File: src/rtl/irl_pkg.sv
package irl_pkg;

    localparam int TS_W    = 32;
    localparam int CFG_W   = 16;
    localparam int USED_W  = 16;
    localparam int MISS_W  = 32;
    localparam int PROD_W  = 2 * USED_W;
    localparam int QUO_W   = USED_W;
    localparam int CNT_W   = $clog2(QUO_W);
    localparam int CIDX_W  = 1;

    localparam logic [MISS_W-1:0] MISS_MAX = '1;

    typedef enum logic [CIDX_W-1:0] {
        CFG_INTERVAL = 1'b0,
        CFG_BURST    = 1'b1
    } t_cfg_reg;

    typedef enum logic [1:0] {
        ST_IDLE,
        ST_PREP,
        ST_START,
        ST_DIV_WAIT
    } t_state;

    typedef struct packed {
        logic              start;
        logic [PROD_W-1:0] dividend;
    } t_div_req;

    typedef struct packed {
        logic             done;
        logic [QUO_W-1:0] quotient;
    } t_div_rsp;

endpackage

File: src/rtl/irl_div.sv
module irl_div
    import irl_pkg::*;
#(
    parameter int DVSR_W = 32
) (
    input  logic              i_clk,
    input  logic              i_rst_n,
    input  t_div_req          i_req,
    input  logic [DVSR_W-1:0] i_divisor,
    output t_div_rsp          o_rsp
);

    // Restoring division, one quotient bit per cycle. The caller guarantees
    // the quotient fits QUO_W bits, so the upper dividend half seeds the
    // remainder directly.
    logic              r_busy;
    logic              r_done;
    logic [CNT_W-1:0]  r_cnt;
    logic [DVSR_W-1:0] r_rem;
    logic [QUO_W-1:0]  r_quo;

    logic [DVSR_W:0]   w_trial;
    logic [DVSR_W:0]   w_diff;
    logic              w_qbit;
    logic [DVSR_W-1:0] n_rem;

    always_comb begin
        w_trial = {r_rem, r_quo[QUO_W-1]};
        w_diff  = w_trial - {1'b0, i_divisor};
        w_qbit  = ~w_diff[DVSR_W];
        n_rem   = w_qbit ? w_diff[DVSR_W-1:0] : w_trial[DVSR_W-1:0];
    end

    always_ff @(posedge i_clk) begin
        if (!i_rst_n) begin
            r_busy <= 1'b0;
            r_done <= 1'b0;
            r_cnt  <= '0;
        end else begin
            r_done <= 1'b0;
            if (i_req.start) begin
                r_busy <= 1'b1;
                r_cnt  <= CNT_W'(QUO_W - 1);
            end else if (r_busy) begin
                r_cnt <= r_cnt - 1'b1;
                if (r_cnt == '0) begin
                    r_busy <= 1'b0;
                    r_done <= 1'b1;
                end
            end
        end
    end

    always_ff @(posedge i_clk) begin
        if (i_req.start) begin
            r_rem <= DVSR_W'(i_req.dividend[PROD_W-1:QUO_W]);
            r_quo <= i_req.dividend[QUO_W-1:0];
        end else if (r_busy) begin
            r_rem <= n_rem;
            r_quo <= {r_quo[QUO_W-2:0], w_qbit};
        end
    end

    assign o_rsp.done     = r_done;
    assign o_rsp.quotient = r_quo;

endmodule

File: src/rtl/interval_burst_rate_limiter.sv
// Interval/burst rate limiter, one request at a time through a single divider.
// A request is accepted in IDLE and finished in PREP; when the used count
// decays, PREP first passes START and DIV_WAIT (16-step radix-2 divider).
// Requests stall while one is in flight; a stalled result holds the next.
// Reset (synchronous, active low): counts and reference time clear to zero,
// interval to 1, burst limit to 0; no clearing pass is needed.
module interval_burst_rate_limiter
    import irl_pkg::*;
#(
    parameter int TIME_WIDTH = 32
) (
    input  logic              i_clk,
    input  logic              i_rst_n,
    // request channel
    input  logic              i_in_valid,
    output logic              o_in_stall,
    input  logic [TS_W-1:0]   i_timestamp,
    // result channel
    output logic              o_out_valid,
    input  logic              i_out_stall,
    output logic              o_allowed,
    output logic [USED_W-1:0] o_used_count,
    output logic [MISS_W-1:0] o_missed_count,
    // configuration write channel
    input  logic              i_cfg_valid,
    output logic              o_cfg_ready,
    input  logic [CIDX_W-1:0] i_cfg_index,
    input  logic [CFG_W-1:0]  i_cfg_data
);

    // ------------------------------------------------------------------
    // Configuration registers. Always ready; writes land only while idle
    // by contract of use.
    // ------------------------------------------------------------------
    logic [CFG_W-1:0] r_interval;
    logic [CFG_W-1:0] r_burst;

    assign o_cfg_ready = 1'b1;

    always_ff @(posedge i_clk) begin
        if (!i_rst_n) begin
            r_interval <= CFG_W'(1);
            r_burst    <= '0;
        end else if (i_cfg_valid && o_cfg_ready) begin
            unique case (t_cfg_reg'(i_cfg_index))
                CFG_INTERVAL: r_interval <= i_cfg_data;
                CFG_BURST:    r_burst    <= i_cfg_data;
                default:      ;
            endcase
        end
    end

    // Treat a zero interval as one tick.
    logic [CFG_W-1:0]      w_ivl;
    logic [TIME_WIDTH-1:0] w_ivl_t;

    assign w_ivl   = (r_interval == '0) ? CFG_W'(1) : r_interval;
    assign w_ivl_t = TIME_WIDTH'(w_ivl);

    // ------------------------------------------------------------------
    // Limiter state and per-request working registers
    // ------------------------------------------------------------------
    t_state                r_state;
    t_state                n_state;
    logic [USED_W-1:0]     r_used;
    logic [MISS_W-1:0]     r_missed;
    logic [TIME_WIDTH-1:0] r_ref;
    logic [TIME_WIDTH-1:0] r_now;
    logic [TIME_WIDTH-1:0] r_elapsed;
    logic [PROD_W-1:0]     r_prod;
    logic                  r_scaled;

    logic [TIME_WIDTH-1:0] w_elapsed;
    logic                  w_decay;
    logic                  w_out_free;
    logic                  w_ok;

    t_div_req              w_div_req;
    t_div_rsp              w_div_rsp;

    // Control decoded from state
    logic                  c_accept;
    logic                  c_prep;
    logic                  c_finish;

    // Decay is due when now is at or past the reference time, at least
    // one interval has gone by, and this request has not been scaled yet.
    assign w_elapsed = r_now - r_ref;
    assign w_decay   = !r_scaled && (r_now >= r_ref) && (w_elapsed >= w_ivl_t);

    // The output register frees when empty or when its result is taken.
    assign w_out_free = !o_out_valid || !i_out_stall;

    // Admit while the used count is below the burst limit.
    assign w_ok = r_used < r_burst;

    // Next state
    always_comb begin
        n_state = r_state;
        unique case (r_state)
            ST_IDLE: begin
                if (i_in_valid) begin
                    n_state = ST_PREP;
                end
            end
            ST_PREP: begin
                // No decay: finish directly once the result slot frees.
                if (w_decay) begin
                    n_state = ST_START;
                end else if (w_out_free) begin
                    n_state = ST_IDLE;
                end
            end
            ST_START: begin
                n_state = ST_DIV_WAIT;
            end
            ST_DIV_WAIT: begin
                if (w_div_rsp.done) begin
                    n_state = ST_PREP;
                end
            end
            default: n_state = ST_IDLE;
        endcase
    end

    // Outputs of the sequencer. After the divider hands back the scaled
    // count, the sequencer re-enters PREP; by then the reference time has
    // moved to now - interval, so elapsed equals interval... which would
    // decay again. A flag marks the second pass to skip the decay check.
    always_comb begin
        c_accept           = 1'b0;
        c_prep             = 1'b0;
        c_finish           = 1'b0;
        w_div_req.start    = 1'b0;
        w_div_req.dividend = r_prod;
        unique case (r_state)
            ST_IDLE: begin
                c_accept = i_in_valid;
            end
            ST_PREP: begin
                c_prep   = w_decay;
                c_finish = !w_decay && w_out_free;
            end
            ST_START: begin
                w_div_req.start = 1'b1;
            end
            ST_DIV_WAIT: ;
            default: ;
        endcase
    end

    assign o_in_stall = (r_state != ST_IDLE);

    // Sequencer and architectural state
    always_ff @(posedge i_clk) begin
        if (!i_rst_n) begin
            r_state     <= ST_IDLE;
            r_used      <= '0;
            r_missed    <= '0;
            r_ref       <= '0;
            r_scaled    <= 1'b0;
            o_out_valid <= 1'b0;
        end else begin
            r_state <= n_state;
            if (c_finish) begin
                o_out_valid <= 1'b1;
            end else if (o_out_valid && !i_out_stall) begin
                o_out_valid <= 1'b0;
            end
            if (c_accept) begin
                r_scaled <= 1'b0;
            end
            if (c_prep) begin
                // Move the reference to now - interval; scale after divide.
                r_ref    <= r_now - w_ivl_t;
                r_scaled <= 1'b1;
            end
            if (r_state == ST_DIV_WAIT && w_div_rsp.done) begin
                r_used <= w_div_rsp.quotient;
            end
            if (c_finish) begin
                if (w_ok) begin
                    r_used <= r_used + 1'b1;
                end else if (r_missed != MISS_MAX) begin
                    r_missed <= r_missed + 1'b1;
                end
            end
        end
    end

    // Working payload registers
    always_ff @(posedge i_clk) begin
        if (c_accept) begin
            r_now <= TIME_WIDTH'(i_timestamp);
        end
        if (c_prep) begin
            r_elapsed <= w_elapsed;
            r_prod    <= r_used * w_ivl;
        end
    end

    // Result payload
    always_ff @(posedge i_clk) begin
        if (c_finish) begin
            o_allowed      <= w_ok;
            o_used_count   <= w_ok ? (r_used + 1'b1) : r_used;
            o_missed_count <= (!w_ok && (r_missed != MISS_MAX)) ?
                              (r_missed + 1'b1) : r_missed;
        end
    end

    irl_div #(
        .DVSR_W (TIME_WIDTH)
    ) u_div (
        .i_clk     (i_clk),
        .i_rst_n   (i_rst_n),
        .i_req     (w_div_req),
        .i_divisor (r_elapsed),
        .o_rsp     (w_div_rsp)
    );

endmodule

File: config.mk
export PLATFORM = sky130hd
export DESIGN_NAME = interval_burst_rate_limiter
export DESIGN_NICKNAME = d
export VERILOG_FILES = /design/src/rtl/irl_pkg.sv /design/src/rtl/irl_div.sv /design/src/rtl/interval_burst_rate_limiter.sv
export SDC_FILE = /design/constraint.sdc
export NUM_CORES = 1
export LEC_CHECK = 0
export BUFFER_PORTS_ARGS = -buffer_cell sky130_fd_sc_hd__buf_4
export CELL_PAD_IN_SITES_DETAIL_PLACEMENT = 1
export CELL_PAD_IN_SITES_GLOBAL_PLACEMENT = 1
export CORE_UTILIZATION = 51
export CTS_BUF_LIST = sky130_fd_sc_hd__clkbuf_2 sky130_fd_sc_hd__clkbuf_4 sky130_fd_sc_hd__clkbuf_8
export DETAILED_ROUTE_END_ITERATION = 8
export HOLD_SLACK_MARGIN = 0.03
export PLACE_DENSITY = 0.89
export SYNTH_ARGS = -nofsm -noshare
export SYNTH_HDL_FRONTEND = slang
export SYNTH_SLANG_ARGS = --single-unit
File: constraint.sdc
create_clock -name i_clk -period 8.05 [get_ports i_clk]
set_input_delay 1.61 -clock i_clk [delete_from_list [all_inputs] [get_ports i_clk]]
set_output_delay 1.61 -clock i_clk [all_outputs]
set_load 0.05 [all_outputs]
# Word-level counts from Yosys, hierarchy flattened
# Index checks and enable logic that the tools add are counted.
# word_totals
register_bits	315
inputBits	54
output_inout_bits	52
word_cells	96
# classes
addsub	6
n_mul	1
n_lt_le_gt_ge	3
eq_ne	7
muxes	30
n_bitwise	5
n_reduce_logical	24
# op_table
operator	n
two-way mux 16 bit	9
two-way mux 32 bit	2
subtractor 33 x 32 -> 33 bit	1
adder 32 x 1 -> 32 bit (second input constant)	1
>= comparator 32 x 16 -> 1 bit	1
>= comparator 32 bit	1
multiplier 16 x 16 -> 32 bit	1
!= test 32 bit (second input constant)	1
subtractor 32 x 16 -> 32 bit	1
subtractor 32 bit	1
adder 16 x 1 -> 16 bit (second input constant)	1
zero test 16 bit	1
less-than comparator 16 bit	1
two-way mux 1 bit	12
two-way mux 2 bit	4
two-way mux 4 bit	2
one-hot mux 2 bit (4 select lines)	1
nonzero test 2 bit	4
logical AND 1 bit	6
AND reduction 3 bit	2
zero test 1 bit	5
inverter 1 bit	5
equality test 2 bit (second input constant)	2
zero test 4 bit	1
other kinds (9)	10

# Logic depth before layout (Yosys ltp)
# depth
depth_word	8
depth_mapped	27
mapped_depth_nobuf	25

# By module
# A second synthesis with hierarchy kept.
# hier_totals
hier_cells	2975
hier_area_um2	26925.8
# modules_own_cells
mod	n_inst	cells_each	area_per_inst_um2	seq_area_each_um2
interval_burst_rate_limiter	1	2469	22532.9	6676.4
irl_div	1	506	4393.0	1401.3

# Worst setup path before layout
# OpenSTA, ideal clock, no wires.
# synth_path
path_kind	flip-flop to flip-flop
start	reg r_now[1]
end	reg o_allowed, enable pin
arrival_ns	6.319
required_ns	7.594
slack_ns	1.275
stages_incl_launch_ff	22
path_buffers	2
synth_period_minus_slack_ns	6.775
cell_sequence	edfxtp_1 -> ha_1 -> nor2b_1 -> o31a_1 -> o41a_4 -> a21oi_1 -> o21bai_1 -> a21oi_1 -> xnor2_1 -> ha_1 -> and3_1 -> a211oi_1 -> o21ai_0 -> a31oi_1 -> o221ai_1 -> nor4_2 -> nand4_1 -> nor4_4 -> o21ai_2 -> clkbuf_1 -> buf_2 -> nor2_1
# synth_between
elab_chain_len	6
word_cells_on_any_way	8
classes_between	add/sub (1); order compare (2); mux (1); reduce/logical (4)
# synth_rtl
item	line_no	text
start, declared	interval_burst_rate_limiter.sv:68	logic [TIME_WIDTH-1:0] r_now;
start signal, assigned	interval_burst_rate_limiter.sv:194	r_now <= TIME_WIDTH'(i_timestamp);
subtractor 32 bit	interval_burst_rate_limiter.sv:88	assign w_elapsed = r_now - r_ref;
net w_elapsed[9]	interval_burst_rate_limiter.sv:73	logic [TIME_WIDTH-1:0] w_elapsed;
>= comparator 32 x 16 -> 1 bit	interval_burst_rate_limiter.sv:89	assign w_decay = !r_scaled && (r_now >= r_ref) && (w_elapsed >= w_ivl_t);
logical AND 1 bit	interval_burst_rate_limiter.sv:89	
zero test 1 bit	interval_burst_rate_limiter.sv:142	c_finish = !w_decay && w_out_free;
logical AND 1 bit	interval_burst_rate_limiter.sv:142	
two-way mux 1 bit	interval_burst_rate_limiter.sv:136	unique case (r_state)
net c_finish	interval_burst_rate_limiter.sv:84	logic c_finish;
end signal, assigned	interval_burst_rate_limiter.sv:205	o_allowed <= w_ok;
end, declared	interval_burst_rate_limiter.sv:21	output logic o_allowed,
# The timed path passes the listed nets, and every way through them passes these cells.
# A chain may end at the register's enable or synchronous reset.

# Worst setup path after layout
# layout_path
start	reg r_used[7]
end	reg r_prod[31] (data pin)
# layout_between
elab_chain_len	1
# layout_rtl
item	line_no	text
start, declared	interval_burst_rate_limiter.sv:65	logic [USED_W-1:0] r_used;
start signal, assigned	interval_burst_rate_limiter.sv:179	r_used <= w_div_rsp.quotient;
start signal, assigned	interval_burst_rate_limiter.sv:183	r_used <= r_used + 1'b1;
multiplier 16 x 16 -> 32 bit	interval_burst_rate_limiter.sv:198	r_prod <= r_used * w_ivl;
end signal, assigned	interval_burst_rate_limiter.sv:198	
end, declared	interval_burst_rate_limiter.sv:70	logic [PROD_W-1:0] r_prod;
# Every way passes these cells.

==> key figures <==
Place
  • RD Place Congestion: 0.904
  • Number of I/O port buffers: 104
  • Dpl hpwl: 61,900 µm
  • Dpl cells: 3,609

Synthesis
  • Synth top area share: 0.199
  • Post-synthesis mux area share: 0.0263
  • Cells after Synth: 2,940
  • Mapped cell area: 0.0267 mm²
  • Seq/Total Area, Yosys: 0.302
  • Synth unique cells: 81
  • Synthesized net count: 3,414
  • Simple-gate area share of the yosys netlist: 0.177
  • EDFF count, synth: 177
  • Ys Warns: 0
  • Area fraction in compound gates after synthesis: 0.118
  • Synthesized flop and latch total: 315
  • XOR/XNOR share of the synthesized area: 0.0501
  • Ys async rst share: 0
  • Area contributors post-synth: edfxtp_1 (20%), fa_1 (15%), ha_1 (10%), dfxtp_1 (10%), inv_1 (5.2%)
  • Syn Area/Cell: 9.09 µm²
  • Adder-Cell Fraction of Synth Area: 0.252
  • Area leader, netlist: edfxtp_1
  • Largest family of logic cells by synthesized area: adder cells
  • Main synth FF type: edfxtp_1

Worst setup path
  • R2r endpoint: r_prod[31]
  • Crit Reg-Reg Startpoint: r_used[7]
  • Required @ worst endpoint: 8460 ps
  • CP Capture Type: flip-flop
  • Slowest stage cell, crit path: fa_1
  • Critical Setup Path Class: flip-flop to flip-flop
  • Worst setup SP type: flip-flop
  • Largest stage delay, worst path: 630 ps
  • R2r worst-path depth: 25
  • Most frequent CP cell: fa_1
  • Worst R2R Setup Slack: 560 ps
  • Critical Path AT: 7900 ps
  • CP Max Fanout: 17

Global routing
  • Vias in the first global route: 24,500
  • Pin count of the biggest net entering global routing: 80
  • Initial antenna violation count: 2
  • All-Layer GR Usage: 0.318
  • Global-route wire length before repair: 133,000 µm
  • Global route total overflow: 0

STA
  • Total negative slack: 0 ps
  • Max Clk Rate: 133 MHz
  • Period minus WS final: 7490 ps
  • Skew final: 24.8 ps
  • RSZ-0062 raised after global routing: false
  • Post-Route Hold Slack: 460 ps
  • Tcrit/Tclk final: 0.931
  • Setup Viol. Count Final: 0
  • Max-slew violations: 0
  • Slew headroom: 0.172
  • Final hold viol count: 0
  • Slew @ Worst Pin: 1240 ps

Route
  • Routed vias: 22,300
  • Via density: 6.00
  • Post-route ant nets: 0
  • Wire per inst: 22.6 µm
  • DRC: 0
  • DRT iter0 DRCs: 1,513
  • WL final: 84,000 µm
  • DRT Pass-1 Iters: 5

Run
  • Max-cap violations: 0

Power and ir drop
  • Leakage: 12.9 nW
  • Max IR drop VDD: 0.278 mV
  • Power per cell area: 202 mW/mm²

Floorplanning
  • Core Box Area: 0.0515 mm²
  • Initial Utilization: 0.519
  • # rows: 83
  • Die Y: 231 µm
  • Die span in x: 231 µm
  • Io pins: 106
  • Die area: 0.0533 mm²

Worst hold path
  • Hold_sp: r_burst[10]
  • WHS Endpoint: r_burst[10]
  • Worst hold stages: 2
  • Worst hold path type: flip-flop to flip-flop

Final layout
  • NumNets Final: 3,461
  • Area Growth Syn to Fin: 9.37%
  • Post-Layout Cell Count: 3,716
  • Layout Utilization: 0.567
  • Share of cells above drive strength 1: 0.0959

Clock network
  • Hold bufs inserted after CTS: 0
  • CTS tree: yes
  • Setup Buffers After CTS: 0
  • Clk slew on worst S/H paths: 60 ps
  • CTS Buffer Depth: 3
  • Inserted Clock Buffers: 56
  • Root cell of the clock tree: clkbuf_8
  • H-tree Lvls: 2
  • Clk_lat worst skew: 670 ps
  • Resized Gates After CTS: 0
  • Clock sinks: 315

Outcome
  • Status: completed
==> final cells by class <==
cell class,instances,area (µm²)
inverter,373,1400
multi-input combinational,2107,16700
antenna,1,2.50
clock buffer,88,1070
sequential,315,8080
fill,5960,22300
tap,680,851
timing repair buffer,134,1010
clock inverter,18,130
==> how the worst max path moves through the flow <==
stage               startpoint  slack [ps]  depth (start not counted)    endpoint
floorplan             r_now[1]        1280                         21   o_allowed
global placement    r_used[13]        1170                         25  r_prod[31]
detailed placement  r_used[13]         800                         25  r_prod[31]
CTS                  r_used[7]         750                         25  r_prod[31]
global route         r_used[7]         260                         25  r_prod[31]
finish               r_used[7]         560                         25  r_prod[31]
==> sequential cells by signal (all words and copies together) (netlist names) <==
register,count
r_missed,32
r_burst,16
r_interval,16
r_scaled,1
u_div.r_done,1
r_elapsed,32
u_div.r_busy,1
u_div.r_rem,32
o_missed_count,32
o_out_valid,1
u_div.r_cnt,4
o_allowed,1
r_used,16
o_used_count,16
u_div.r_quo,16
r_ref,32
r_now,32
r_prod,32
r_state,2
==> logic make-up after synthesis <==
family          after synthesis
other cells                   1
simple gates                978
buf+inv                     518
fa+ha+maj                   420
flops                       315
mux                          68
xor+xnor                    153
compound gates              487
==> synth_stat cells (all sizes together), types with 6 or more instances <==
cell    number
inv        371
nand2      346
ha         223
fa         197
nor2       181
edfxtp     177
a21oi      170
dfxtp      138
and2       128
clkbuf     121
xnor2      105
nand3       91
o21ai       91
a21o        60
mux2i       51
xor2        48
a211oi      41
nand2b      36
nor3        31
and3        29
buf         24
nor4        22
nand4       21
or4         20
nor2b       19
or3         19
mux2        17
o21bai      15
or2         15
o21a        14
a21boi      11
o31ai       11
a31oi       10
o211ai       8
a311oi       6
==> layout by cell type, fill, tap and decap left out, drive strengths merged, types with 10 or more instances in the layout <==
cell type,count
a21o,60
xor2,48
buf,134
ha,223
edfxtp,177
nand2,346
nand4,21
a21oi,170
or3,19
o31ai,11
a31oi,10
dfxtp,138
fa,197
and2,128
o21bai,15
or2,15
nand3,91
o21a,14
a21boi,11
mux2i,51
a211oi,41
clkbuf,88
inv,371
o21ai,91
and3,29
nor3,31
nor2b,19
nor2,181
nor4,22
mux2,17
xnor2,105
or4,20
nand2b,36
clkinv,18
==> through the flow <==
step	power, mW	setup WS [ps]	area (µm²)
floorplan	3.66	1280	26700
global placement	4.07	1170	28000
detailed placement	4.24	796	28000
CTS	5.89	747	29200
global route	6.19	261	29200
finish	5.89	558	29200
==> power breakdown <==
part           internal [mW]  switching, mW  leakage [nW]
clock                  0.879          0.745         0.642
combinational          0.823           1.36          9.54
sequential              1.95          0.131          2.76
==> routing by layer <==
metal / up-vias / share of wire / GRT usage
met1: 11200 / 0.38 / 0.372
met4: 2 / 0.057 / 0.172
met2: 848 / 0.50 / 0.561
li1: 9952 / - / -
met3: 304 / 0.055 / 0.0415
met5: - / 0.00012 / 0
==> critical path, delay by kind of cell, from the launching register on <==
family | cells | cell delay [ps]
fa+ha+maj | 7 | 3410
compound gates | 7 | 1600
buf+inv | 6 | 930
simple gates | 4 | 830
flops | 1 | 320
xor+xnor | 1 | 140
Power figures use the tool's default switching activity.
